===== config.mk =====
export PLATFORM = sky130hd
export DESIGN_NAME = dhash_image_hash_core
export DESIGN_NICKNAME = d
export VERILOG_FILES = /design/src/rtl/dhi_pkg.sv /design/src/rtl/dhi_front.sv /design/src/rtl/dhi_queue.sv /design/src/rtl/dhi_back.sv /design/src/rtl/dhash_image_hash_core.sv
export SDC_FILE = /design/constraint.sdc
export NUM_CORES = 2
export LEC_CHECK = 0
export BUFFER_PORTS_ARGS = -buffer_cell sky130_fd_sc_hd__buf_2
export CAP_MARGIN = 0
export CORE_ASPECT_RATIO = 0.75
export CORE_MARGIN = 2
export CORE_UTILIZATION = 64
export DETAILED_ROUTE_END_ITERATION = 16
export PLACE_DENSITY = 0.81
export SETUP_SLACK_MARGIN = 0.2
export SLEW_MARGIN = 20
export SYNTH_ARGS = -nofsm -noshare
export SYNTH_HDL_FRONTEND = slang
export SYNTH_SLANG_ARGS = --single-unit

===== constraint.sdc =====
create_clock -name clk -period 10.3 [get_ports clk]
set_input_delay 2.575 -clock clk [delete_from_list [all_inputs] [get_ports clk]]
set_output_delay 2.575 -clock clk [all_outputs]
set_load 0.01 [all_outputs]

===== src/rtl/dhi_pkg.sv =====
// ----------------------------------------------------------------------------
// dhi_pkg
// Shared types, constants and helpers for the difference-hash core.
// ----------------------------------------------------------------------------
package dhi_pkg;

  // Sampling grid: 9 columns by 8 rows gives 8 compares per row
  localparam int GRID_COLS = 9;
  localparam int GRID_ROWS = 8;
  localparam int HASH_W    = 64;

  // Configuration register fields
  localparam int CFG_DW  = 13;
  localparam int CFG_IW  = 2;

  // Reset values of the configuration registers
  localparam logic [CFG_DW-1:0] RST_FRAME_WIDTH  = 13'd640;
  localparam logic [CFG_DW-1:0] RST_FRAME_HEIGHT = 13'd480;
  localparam logic              RST_COLOR_MODE   = 1'b1;

  // Queue between front and back
  localparam int QUEUE_DEPTH = 4;
  localparam int QUEUE_AW    = $clog2(QUEUE_DEPTH);
  localparam int QUEUE_CW    = $clog2(QUEUE_DEPTH + 1);

  // Register indexes
  typedef enum logic [CFG_IW-1:0] {
    REG_FRAME_WIDTH  = 2'd0,
    REG_FRAME_HEIGHT = 2'd1,
    REG_COLOR_MODE   = 2'd2
  } dhi_reg_t;

  // Configuration seen by the front
  typedef struct packed {
    logic [CFG_DW-1:0] frame_width;
    logic [CFG_DW-1:0] frame_height;
    logic              color_mode;
  } dhi_cfg_t;

  // One classified pixel: value, the cells it fills, end of frame
  typedef struct packed {
    logic [7:0]           pix;
    logic [GRID_ROWS-1:0] row_mask;
    logic [GRID_COLS-1:0] col_mask;
    logic                 last;
  } dhi_entry_t;

  // floor((a+b+c)/3) by reciprocal multiply, exact for sums up to 765
  function automatic logic [7:0] avg3(input logic [7:0] a, input logic [7:0] b,
                                      input logic [7:0] c);
    logic [9:0]  sum;
    logic [19:0] prod;
    sum  = 10'(a) + 10'(b) + 10'(c);
    prod = 20'(sum) * 20'd683;
    return prod[18:11];
  endfunction

endpackage


===== src/rtl/dhi_front.sv =====
// ----------------------------------------------------------------------------
// dhi_front
// Tracks the raster position, picks the grid cells a pixel fills and forms
// the pixel value; pushes one classified word per accepted pixel.
// ----------------------------------------------------------------------------
module dhi_front import dhi_pkg::*; #(
  parameter int MAX_WIDTH  = 4096,
  parameter int MAX_HEIGHT = 4096
) (
  input  logic       clk,
  input  logic       rst_n,
  input  dhi_cfg_t   cfg,
  input  logic       in_valid,
  input  logic       in_stall,
  input  logic [7:0] in_chan0,
  input  logic [7:0] in_chan1,
  input  logic [7:0] in_chan2,
  input  logic       in_frame_start,
  output logic       push,
  output dhi_entry_t push_entry
);

  localparam int WW  = $clog2(MAX_WIDTH + 1);
  localparam int WH  = $clog2(MAX_HEIGHT + 1);
  localparam int PXW = $clog2(MAX_WIDTH);
  localparam int PYW = $clog2(MAX_HEIGHT);
  localparam int KW  = WW + 4;
  localparam int RW  = WH + 3;
  localparam int CXW = WW + 1;
  localparam int CYW = WH + 1;

  logic [PXW-1:0]       col_pos_r, col_pos_nxt;
  logic [PYW-1:0]       row_pos_r, row_pos_nxt;
  logic [WW-1:0]        w_eff;
  logic [WH-1:0]        h_eff;
  logic [PXW-1:0]       x_cur;
  logic [PYW-1:0]       y_cur;
  logic [KW-1:0]        x9;
  logic [KW-1:0]        kw;
  logic [RW-1:0]        jh;
  logic [GRID_COLS-1:0] col_mask;
  logic [GRID_ROWS-1:0] row_mask;
  logic                 end_row;
  logic                 end_frame;

  // Clamp the size registers: zero acts as one, oversize saturates
  always_comb begin
    if (cfg.frame_width == '0) begin
      w_eff = WW'(1);
    end else if (32'(cfg.frame_width) > MAX_WIDTH) begin
      w_eff = WW'(MAX_WIDTH);
    end else begin
      w_eff = WW'(cfg.frame_width);
    end
    if (cfg.frame_height == '0) begin
      h_eff = WH'(1);
    end else if (32'(cfg.frame_height) > MAX_HEIGHT) begin
      h_eff = WH'(MAX_HEIGHT);
    end else begin
      h_eff = WH'(cfg.frame_height);
    end
  end

  // Position of this pixel; frame start forces the origin
  assign x_cur = in_frame_start ? '0 : col_pos_r;
  assign y_cur = in_frame_start ? '0 : row_pos_r;
  assign x9    = (KW'(x_cur) << 3) + KW'(x_cur);

  // Column k hits when 9x <= k*W < 9x+9, row j when (j*H)/8 == y
  always_comb begin
    kw       = '0;
    jh       = '0;
    col_mask = '0;
    row_mask = '0;
    for (int k = 0; k < GRID_COLS; k++) begin
      kw = KW'(w_eff) * KW'(k);
      col_mask[k] = (kw >= x9) && (kw < x9 + KW'(GRID_COLS));
    end
    for (int j = 0; j < GRID_ROWS; j++) begin
      jh = RW'(h_eff) * RW'(j);
      row_mask[j] = ((jh >> 3) == RW'(y_cur));
    end
  end

  assign end_row   = (CXW'(x_cur) + CXW'(1)) >= CXW'(w_eff);
  assign end_frame = end_row && ((CYW'(y_cur) + CYW'(1)) >= CYW'(h_eff));

  assign push_entry.pix      = cfg.color_mode ? avg3(in_chan0, in_chan1, in_chan2) : in_chan0;
  assign push_entry.row_mask = row_mask;
  assign push_entry.col_mask = col_mask;
  assign push_entry.last     = end_frame;
  assign push                = in_valid && !in_stall;

  // Advance the raster position on each accepted word
  always_comb begin
    col_pos_nxt = col_pos_r;
    row_pos_nxt = row_pos_r;
    if (push) begin
      if (end_row) begin
        col_pos_nxt = '0;
        row_pos_nxt = end_frame ? '0 : y_cur + PYW'(1);
      end else begin
        col_pos_nxt = x_cur + PXW'(1);
        row_pos_nxt = y_cur;
      end
    end
  end

  always_ff @(posedge clk) begin
    if (!rst_n) begin
      col_pos_r <= '0;
      row_pos_r <= '0;
    end else begin
      col_pos_r <= col_pos_nxt;
      row_pos_r <= row_pos_nxt;
    end
  end

endmodule


===== src/rtl/dhi_queue.sv =====
// ----------------------------------------------------------------------------
// dhi_queue
// Short first-in first-out buffer that decouples the front from the back.
// ----------------------------------------------------------------------------
module dhi_queue import dhi_pkg::*; (
  input  logic       clk,
  input  logic       rst_n,
  input  logic       push,
  input  dhi_entry_t push_entry,
  output logic       full,
  output logic       pop_valid,
  output dhi_entry_t pop_entry,
  input  logic       pop
);

  dhi_entry_t          slots_r [QUEUE_DEPTH];
  logic [QUEUE_AW-1:0] wr_ptr_r, wr_ptr_nxt;
  logic [QUEUE_AW-1:0] rd_ptr_r, rd_ptr_nxt;
  logic [QUEUE_CW-1:0] count_r, count_nxt;
  logic                do_pop;

  assign full      = (count_r == QUEUE_CW'(QUEUE_DEPTH));
  assign pop_valid = (count_r != '0);
  assign pop_entry = slots_r[rd_ptr_r];
  assign do_pop    = pop && pop_valid;

  // Advance pointers and fill count
  always_comb begin
    wr_ptr_nxt = push ? wr_ptr_r + QUEUE_AW'(1) : wr_ptr_r;
    rd_ptr_nxt = do_pop ? rd_ptr_r + QUEUE_AW'(1) : rd_ptr_r;
    count_nxt  = count_r + QUEUE_CW'(push) - QUEUE_CW'(do_pop);
  end

  always_ff @(posedge clk) begin
    if (!rst_n) begin
      wr_ptr_r <= '0;
      rd_ptr_r <= '0;
      count_r  <= '0;
    end else begin
      wr_ptr_r <= wr_ptr_nxt;
      rd_ptr_r <= rd_ptr_nxt;
      count_r  <= count_nxt;
    end
  end

  // Store the incoming word
  always_ff @(posedge clk) begin
    if (push) begin
      slots_r[wr_ptr_r] <= push_entry;
    end
  end

endmodule


===== src/rtl/dhi_back.sv =====
// ----------------------------------------------------------------------------
// dhi_back
// Writes sampled pixels into the 9x8 grid and, at the end of a frame,
// builds the 64-bit hash into the output register.
// ----------------------------------------------------------------------------
module dhi_back import dhi_pkg::*; (
  input  logic              clk,
  input  logic              rst_n,
  input  logic              q_valid,
  input  dhi_entry_t        q_entry,
  output logic              q_pop,
  output logic              out_valid,
  input  logic              out_stall,
  output logic [HASH_W-1:0] out_hash_value
);

  logic [7:0]        grid_r   [GRID_ROWS][GRID_COLS];
  logic [7:0]        grid_nxt [GRID_ROWS][GRID_COLS];
  logic [HASH_W-1:0] hash_nxt;
  logic [HASH_W-1:0] hash_value_r;
  logic              out_valid_r, out_valid_nxt;
  logic              go;

  // Take a word when the output register is free or being emptied
  assign go    = q_valid && (!out_valid_r || !out_stall);
  assign q_pop = go;

  // Fill every cell that this pixel covers
  always_comb begin
    for (int j = 0; j < GRID_ROWS; j++) begin
      for (int k = 0; k < GRID_COLS; k++) begin
        grid_nxt[j][k] = (go && q_entry.row_mask[j] && q_entry.col_mask[k]) ?
                         q_entry.pix : grid_r[j][k];
      end
    end
  end

  // Compare each cell with its right neighbor
  always_comb begin
    for (int j = 0; j < GRID_ROWS; j++) begin
      for (int k = 0; k < GRID_COLS - 1; k++) begin
        hash_nxt[j*8 + k] = (grid_nxt[j][k] > grid_nxt[j][k+1]);
      end
    end
  end

  always_comb begin
    if (go && q_entry.last) begin
      out_valid_nxt = 1'b1;
    end else if (out_valid_r && !out_stall) begin
      out_valid_nxt = 1'b0;
    end else begin
      out_valid_nxt = out_valid_r;
    end
  end

  always_ff @(posedge clk) begin
    if (!rst_n) begin
      out_valid_r <= 1'b0;
    end else begin
      out_valid_r <= out_valid_nxt;
    end
  end

  // Hold grid and result; load the hash on the frame's last word
  always_ff @(posedge clk) begin
    grid_r <= grid_nxt;
    if (go && q_entry.last) begin
      hash_value_r <= hash_nxt;
    end
  end

  assign out_valid      = out_valid_r;
  assign out_hash_value = hash_value_r;

endmodule


===== src/rtl/dhash_image_hash_core.sv =====
// ----------------------------------------------------------------------------
// dhash_image_hash_core
// Streaming 64-bit difference hash over a 9x8 sampling grid of a frame.
// ----------------------------------------------------------------------------
//  channel  direction  handshake            payload
//  in_      input      in_valid / in_stall  chan0, chan1, chan2, frame_start
//  out_     output     out_valid/out_stall  hash_value (64 bits)
//  cfg_     input      cfg_valid/cfg_ready  cfg_index, cfg_data (13 bits)
//
//  One pixel per cycle sustained while out_stall is low; the four-word queue
//  and the output register set the pace; the hash loads on the last word's pop.
//  Reset (synchronous, rst_n low) loads 640, 480 and color mode, clears the
//  position and the queue; grid contents are undefined until a frame fills them.
//  A stalled output holds the back; the queue then fills and raises in_stall.
// ----------------------------------------------------------------------------
module dhash_image_hash_core import dhi_pkg::*; #(
  parameter int MAX_WIDTH  = 4096,
  parameter int MAX_HEIGHT = 4096
) (
  input  logic              clk,
  input  logic              rst_n,
  input  logic              in_valid,
  output logic              in_stall,
  input  logic [7:0]        in_chan0,
  input  logic [7:0]        in_chan1,
  input  logic [7:0]        in_chan2,
  input  logic              in_frame_start,
  output logic              out_valid,
  input  logic              out_stall,
  output logic [HASH_W-1:0] out_hash_value,
  input  logic              cfg_valid,
  output logic              cfg_ready,
  input  logic [CFG_IW-1:0] cfg_index,
  input  logic [CFG_DW-1:0] cfg_data
);

  dhi_cfg_t   cfg_r;
  logic       push;
  dhi_entry_t push_entry;
  logic       q_full;
  logic       q_valid;
  dhi_entry_t q_entry;
  logic       q_pop;

  assign cfg_ready = 1'b1;
  assign in_stall  = q_full;

  // Configuration registers; unknown indexes drop the word
  always_ff @(posedge clk) begin
    if (!rst_n) begin
      cfg_r.frame_width  <= RST_FRAME_WIDTH;
      cfg_r.frame_height <= RST_FRAME_HEIGHT;
      cfg_r.color_mode   <= RST_COLOR_MODE;
    end else if (cfg_valid && cfg_ready) begin
      unique case (cfg_index)
        REG_FRAME_WIDTH:  cfg_r.frame_width  <= cfg_data;
        REG_FRAME_HEIGHT: cfg_r.frame_height <= cfg_data;
        REG_COLOR_MODE:   cfg_r.color_mode   <= cfg_data[0];
        default: ;
      endcase
    end
  end

  dhi_front #(
    .MAX_WIDTH  (MAX_WIDTH),
    .MAX_HEIGHT (MAX_HEIGHT)
  ) u_front (
    .clk            (clk),
    .rst_n          (rst_n),
    .cfg            (cfg_r),
    .in_valid       (in_valid),
    .in_stall       (q_full),
    .in_chan0       (in_chan0),
    .in_chan1       (in_chan1),
    .in_chan2       (in_chan2),
    .in_frame_start (in_frame_start),
    .push           (push),
    .push_entry     (push_entry)
  );

  dhi_queue u_queue (
    .clk        (clk),
    .rst_n      (rst_n),
    .push       (push),
    .push_entry (push_entry),
    .full       (q_full),
    .pop_valid  (q_valid),
    .pop_entry  (q_entry),
    .pop        (q_pop)
  );

  dhi_back u_back (
    .clk            (clk),
    .rst_n          (rst_n),
    .q_valid        (q_valid),
    .q_entry        (q_entry),
    .q_pop          (q_pop),
    .out_valid      (out_valid),
    .out_stall      (out_stall),
    .out_hash_value (out_hash_value)
  );

endmodule

======== Yosys cells after proc, flatten, opt, wreduce, memory -nomap -nowiden ========
Memory sizes are Yosys's and may differ from the RTL's. A register that Yosys moved wholly into a read port is not among the register bits.
Cells that the tools add are included.
word-level totals
  register bits after elaboration ......... 699
  bits in writable memories ............... 104
  input port bits ......................... 45
  output and inout port bits .............. 67
  logic and storage cells ................. 396
  memories ................................ 1
operators by class
  add/sub/neg operators ................... 12
  multipliers ............................. 9
  magnitude comparators ................... 86
  equality and inequality tests ........... 10
  multiplexer cells ....................... 88
  reduce and logical (&&, ||, !) cells .... 108
memories
  memory           words  width  read ports  clocked after Yosys merged registers in  wr ports  RTL line         source
  u_queue.slots_r  4      26     1           1                                        1         dhi_queue.sv:16  dhi_entry_t slots_r [QUEUE_DEPTH];
operators with widths
  kind                                                                           number
  8-bit two-way mux                                                              73
  8-bit > comparator                                                             64
  1-bit logical AND                                                              95
  16-bit by 17-bit >= comparator with 1-bit output                               4
  16-bit by 17-bit less-than comparator with 1-bit output                        4
  13-bit by 3-bit multiplier with 16-bit output (second input constant)          4
  13-bit by 2-bit multiplier with 15-bit output (second input constant)          4
  12-bit two-way mux                                                             5
  13-bit two-way mux                                                             4
  13-bit by 12-bit == test with 1-bit output                                     3
  15-bit by 17-bit >= comparator with 1-bit output                               2
  15-bit by 17-bit less-than comparator with 1-bit output                        2
  14-bit by 13-bit >= comparator with 1-bit output                               2
  12-bit by 1-bit adder with 13-bit output (second input constant)               2
  13-bit > comparator (second input constant)                                    2
  13-bit logical NOT                                                             2
  12-bit by 1-bit adder with 12-bit output (second input constant)               2
  12-bit == test                                                                 2
  10-bit by 10-bit multiplier with 19-bit output (second input constant)         1
  17-bit by 4-bit adder with 17-bit output (second input constant)               1
  1-bit by 17-bit >= comparator with 1-bit output (first input constant)         1
  13-bit by 17-bit >= comparator with 1-bit output                               1
  14-bit by 17-bit >= comparator with 1-bit output                               1
  1-bit by 17-bit less-than comparator with 1-bit output (first input constant)  1
  22 further kinds                                                               31

======== Depth between registers and ports, before layout ========
  depth in word-level cells ............... 7
  depth in mapped cells ................... 32
  gate-level depth less buffers ........... 32

======== Cells and area by module ========
From an unflattened synthesis, not the netlist that was laid out.
unflattened totals
  cell total of the unflattened synthesis .. 6,454
  area, all modules ....................... 59,236.8 µm²
by module, submodules not included
  module                 instances  cells an instance  area each (µm²)  seq. area each (µm²)
  dhi_back               1          4,315              38,914.8         13,472.9
  dhi_front              1          1,845              14,925.6         480.5
  dhi_queue              1          181                4,272.8          3,303.2
  dhash_image_hash_core  1          113                1,123.6          540.5

======== Worst setup path after synthesis ========
No wires, ideal clock.
  kind .................................... input-to-reg
  from .................................... input port in_chan0[1]
  to ...................................... memory u_queue.slots_r[0][24] (netlist name), data pin
  setup time .............................. 0.266 ns
  arrival ................................. 9.085 ns
  slack ................................... 0.949 ns
  cell stages on the path ................. 28
  buffers on the path ..................... 0
  cell sequence ........................... ha_1 -> a21o_1 -> a21oi_1 -> o21bai_1 -> a21oi_1 -> xnor2_1 -> ha_1 -> o211ai_1 -> a21oi_1 -> o41a_1 -> xnor2_1 -> xnor2_1 -> ha_1 -> fa_1 -> fa_1 -> inv_1 -> fa_1 -> inv_1 -> ha_1 -> nand4_1 -> nor2_1 -> a21oi_1 -> a21oi_1 -> and4_1 -> a2111oi_0 -> o21bai_1 -> xor2_1 -> mux2_2
RTL lines
  what                RTL line                     source
  start: declaration  dhash_image_hash_core.sv:24  input logic [7:0] in_chan0,
  end: declaration    dhi_queue.sv:16

==> qor.csv <==
stage,metric,value,unit
status,outcome,"complete, no violations",
cts,cts_htree_levels,3,
detailed_routing,drt_wl_total,126000,um
timing,finalCriticalPeriod,9.62,ns
hold_path,hold_path.class,flip-flop to flip-flop,
die,num_rows,91,
critical_path,crit_arrival,9.98,ns
global_routing,grt_max_degree,73,
detailed_routing,vias,41700,
critical_path,path_class,primary input to flip-flop,
cts,cts_buffers,82,
cts,cts_resized,0,
timing,timing.final.crit_share,93.4,%
synthesis,synth-simple-area-share,13.5,%
detailed_routing,drt-initial-drc-count,2932,
global_routing,grt_pass1_vias,40800,
place,finalWeightedCongestion,0.961,
cts,cts_root_buf,clkbuf_16,
finish,drive_gt1_share,5.87,%
synthesis,synthXorXnorAreaFrac,2.97,%
critical_path,critPathSlowestCell,o41ai_1,
timing,setup_viol,0,
synthesis,synth_cells,5960,
die,die_w,337,um
synthesis,synth_compound_area_share,18.7,%
synthesis,ys_warn_count,0,
critical_path,start_kind,primary input,
synthesis,ys_types,78,
finish,antenna_cells,0,
timing,fin_tns_setup,0,ns
critical_path,critPathMaxFanout,4,
detailed_routing,vias_per_cell,5.80,
global_routing,grt.overflow.total,0,
global_routing,antenna_found_initial,0,
detailed_routing,first_pass_iters,8,
critical_path,cp.required,10.66,ns
synthesis,synth-edff-count,168,
synthesis,synth_seq_cells,805,
critical_path,crit_family,adder cells,
place,post-dp-hpwl,91200,um
die,start_util,64.8,%
synthesis,synth_top_family_by_area,adder cells,
die,die-area,0.0856,mm2
cts,cts.sinks,805,
timing,rsz0062_at_grt,false,
global_routing,grt_first_pass_wirelength,205000,um
place,place.port_buffers,110,
critical_path,cp.buffers_inverters,8,
cts,clk_pin_slew,0.07,ns
detailed_routing,drc_errors,0,
detailed_routing,wire_per_inst,17.5,um
die,die_h,254,um
finish,final_common_cell,ha_1,
timing,finalMaxSlewViolations,0,
synthesis,synth_ff_type,dfxtp_1,
global_routing,grt_usage,29.4,%
die,core-area,0.0823,mm2
finish,layout_common_cells,"938 x ha_1, 814 x nand2_1, 666 x inv_1",
synthesis,netlist_area,0.0533,mm2
timing,max_freq,104,MHz
cts,cts_hold_buf,0,
synthesis,synth_area_per_cell,8.94,um2
timing,finalHoldViolCount,0,
timing,tightest_slew,1.11,ns
synthesis,synth.area.mux_share,1.28,%
finish,fin_util,70.2,%
critical_path,critPathMaxStageDelay,0.57,ns
cts,clk_path_buf_depth,3,
synthesis,ys_seq_area_share,33.4,%
critical_path,end_kind,flip-flop,
die,num_io_pins,112,
finish,syn_to_final_growth,8.45,%
cts,worstSkewPairLatency,0.64,ns
cts,cts_setup_buffers,0,
finish,final_nets,7051,
synthesis,async_reset_ff_share,0,%
detailed_routing,ant_nets,0,
flow_run,drv_cap,0,
timing,maxSlewHeadroom,25.8,%
timing,skew,0.0289,ns
cts,cts_tree,built,
synthesis,synth_fa_ha_area_share,24.0,%
kinds of logic (layout without fill, tap and decap cells):
group	count (synthesis)	count (layout)
and+or+nand+nor	1586	1586
AOI/OAI and AO/OA	1487	1487
adders and majority gates	991	991
buffers and inverters	863	984
DFF	805	805
xor gates and xnor gates	181	181
muxes	45	45
other	2	3
cell usage after synthesis, types with 14 or more instances:
library cell  count  area, um2
a211oi_1         70        526
a21o_1          144       1080
a21oi_1         280       1400
a31oi_1          16        100
and2_1           16        100
clkbuf_1        175        657
dfxtp_1         637      12800
edfxtp_1        168       5040
fa_1             53       1060
ha_1            938      11700
inv_1           666       2500
mux2_2           16        180
mux4_2           17        383
nand2_1         814       3060
nand2b_1         83        519
nand3_1         109        546
nand4_1         102        638
nor2_1          222        833
nor2b_1         117        732
nor3_1           48        240
nor4_1           21        131
o21a_1          609       4570
o21ai_0         230       1150
o21bai_1         14        105
xnor2_1         138       1210
xor2_1           43        377
cell type report:
type | instances | area, um2
Sequential cell | 805 | 17800
Tap cell | 1116 | 1400
Timing Repair Buffer | 166 | 971
Multi-Input combinational cell | 4293 | 32400
Clock inverter | 27 | 302
Fill cell | 6208 | 24500
Inverter | 667 | 2500
Clock buffer | 124 | 2460
worst paths after layout:
path,start,end,slack [ns],cells after the start
worst min register to register,cfg_r[14]$_SDFFE_PN0P_,cfg_r[14]$_SDFFE_PN0P_,0.46,2
worst max register to register,cfg_r[26]$_SDFFE_PN0P_,u_queue.slots_r[0][8]$_DFFE_PP_,3.57,19
worst max-delay path,in_chan0[0],u_queue.slots_r[1][24]$_DFFE_PP_,0.68,31
worst min-delay path,cfg_r[14]$_SDFFE_PN0P_,cfg_r[14]$_SDFFE_PN0P_,0.46,2
metal layers:
| layer | track usage, % | wire (um) | up-vias | part of all wire (%) |
|---|---|---|---|---|
| met5 | 0 | 0 | - | 0 |
| met1 | 41.5 | 60000 | 19400 | 48 |
| met3 | 4.77 | 8400 | 207 | 6.7 |
| met4 | 8.37 | 3180 | 0 | 2.5 |
| li1 | - | - | 20900 | - |
| met2 | 46.5 | 54300 | 1173 | 43 |
stage by stage:
step | hold WS (ns) | area (um2) | std cells | setup slack [ns]
finish | 0.463 | 57800 | 7198 | 0.682
global route | 0.488 | 57800 | 7198 | 0.390
CTS | 0.464 | 57800 | 7198 | 0.773
detailed placement | 0.456 | 55000 | 7047 | 0.158
global placement | 0.435 | 55000 | 7047 | 0.247
floorplan | 0.427 | 53300 | 5961 | 0.949
state kept, by name, indices dropped and copies added (netlist names), named ones only:
signal and count:
u_back.out_valid 1, u_queue.count_r 3, cfg_r 27, u_back.grid_r 576, u_front.col_pos_r 12, u_front.row_pos_r 12
u_queue.wr_ptr_r 2, u_queue.slots_r 104, u_queue.rd_ptr_r 2, u_back.out_hash_value 64
worst min-delay path, delay by kind of cell (launching register included):
| kind | cells | cell delay, ns |
|---|---|---|
| AOI/OAI and AO/OA | 1 | 0.05 |
| DFF | 1 | 0.31 |
| and+or+nand+nor | 1 | 0.05 |
Power is not shown: default switching activity piles up to over one toggle a cycle in this logic, so the estimate is an artifact.
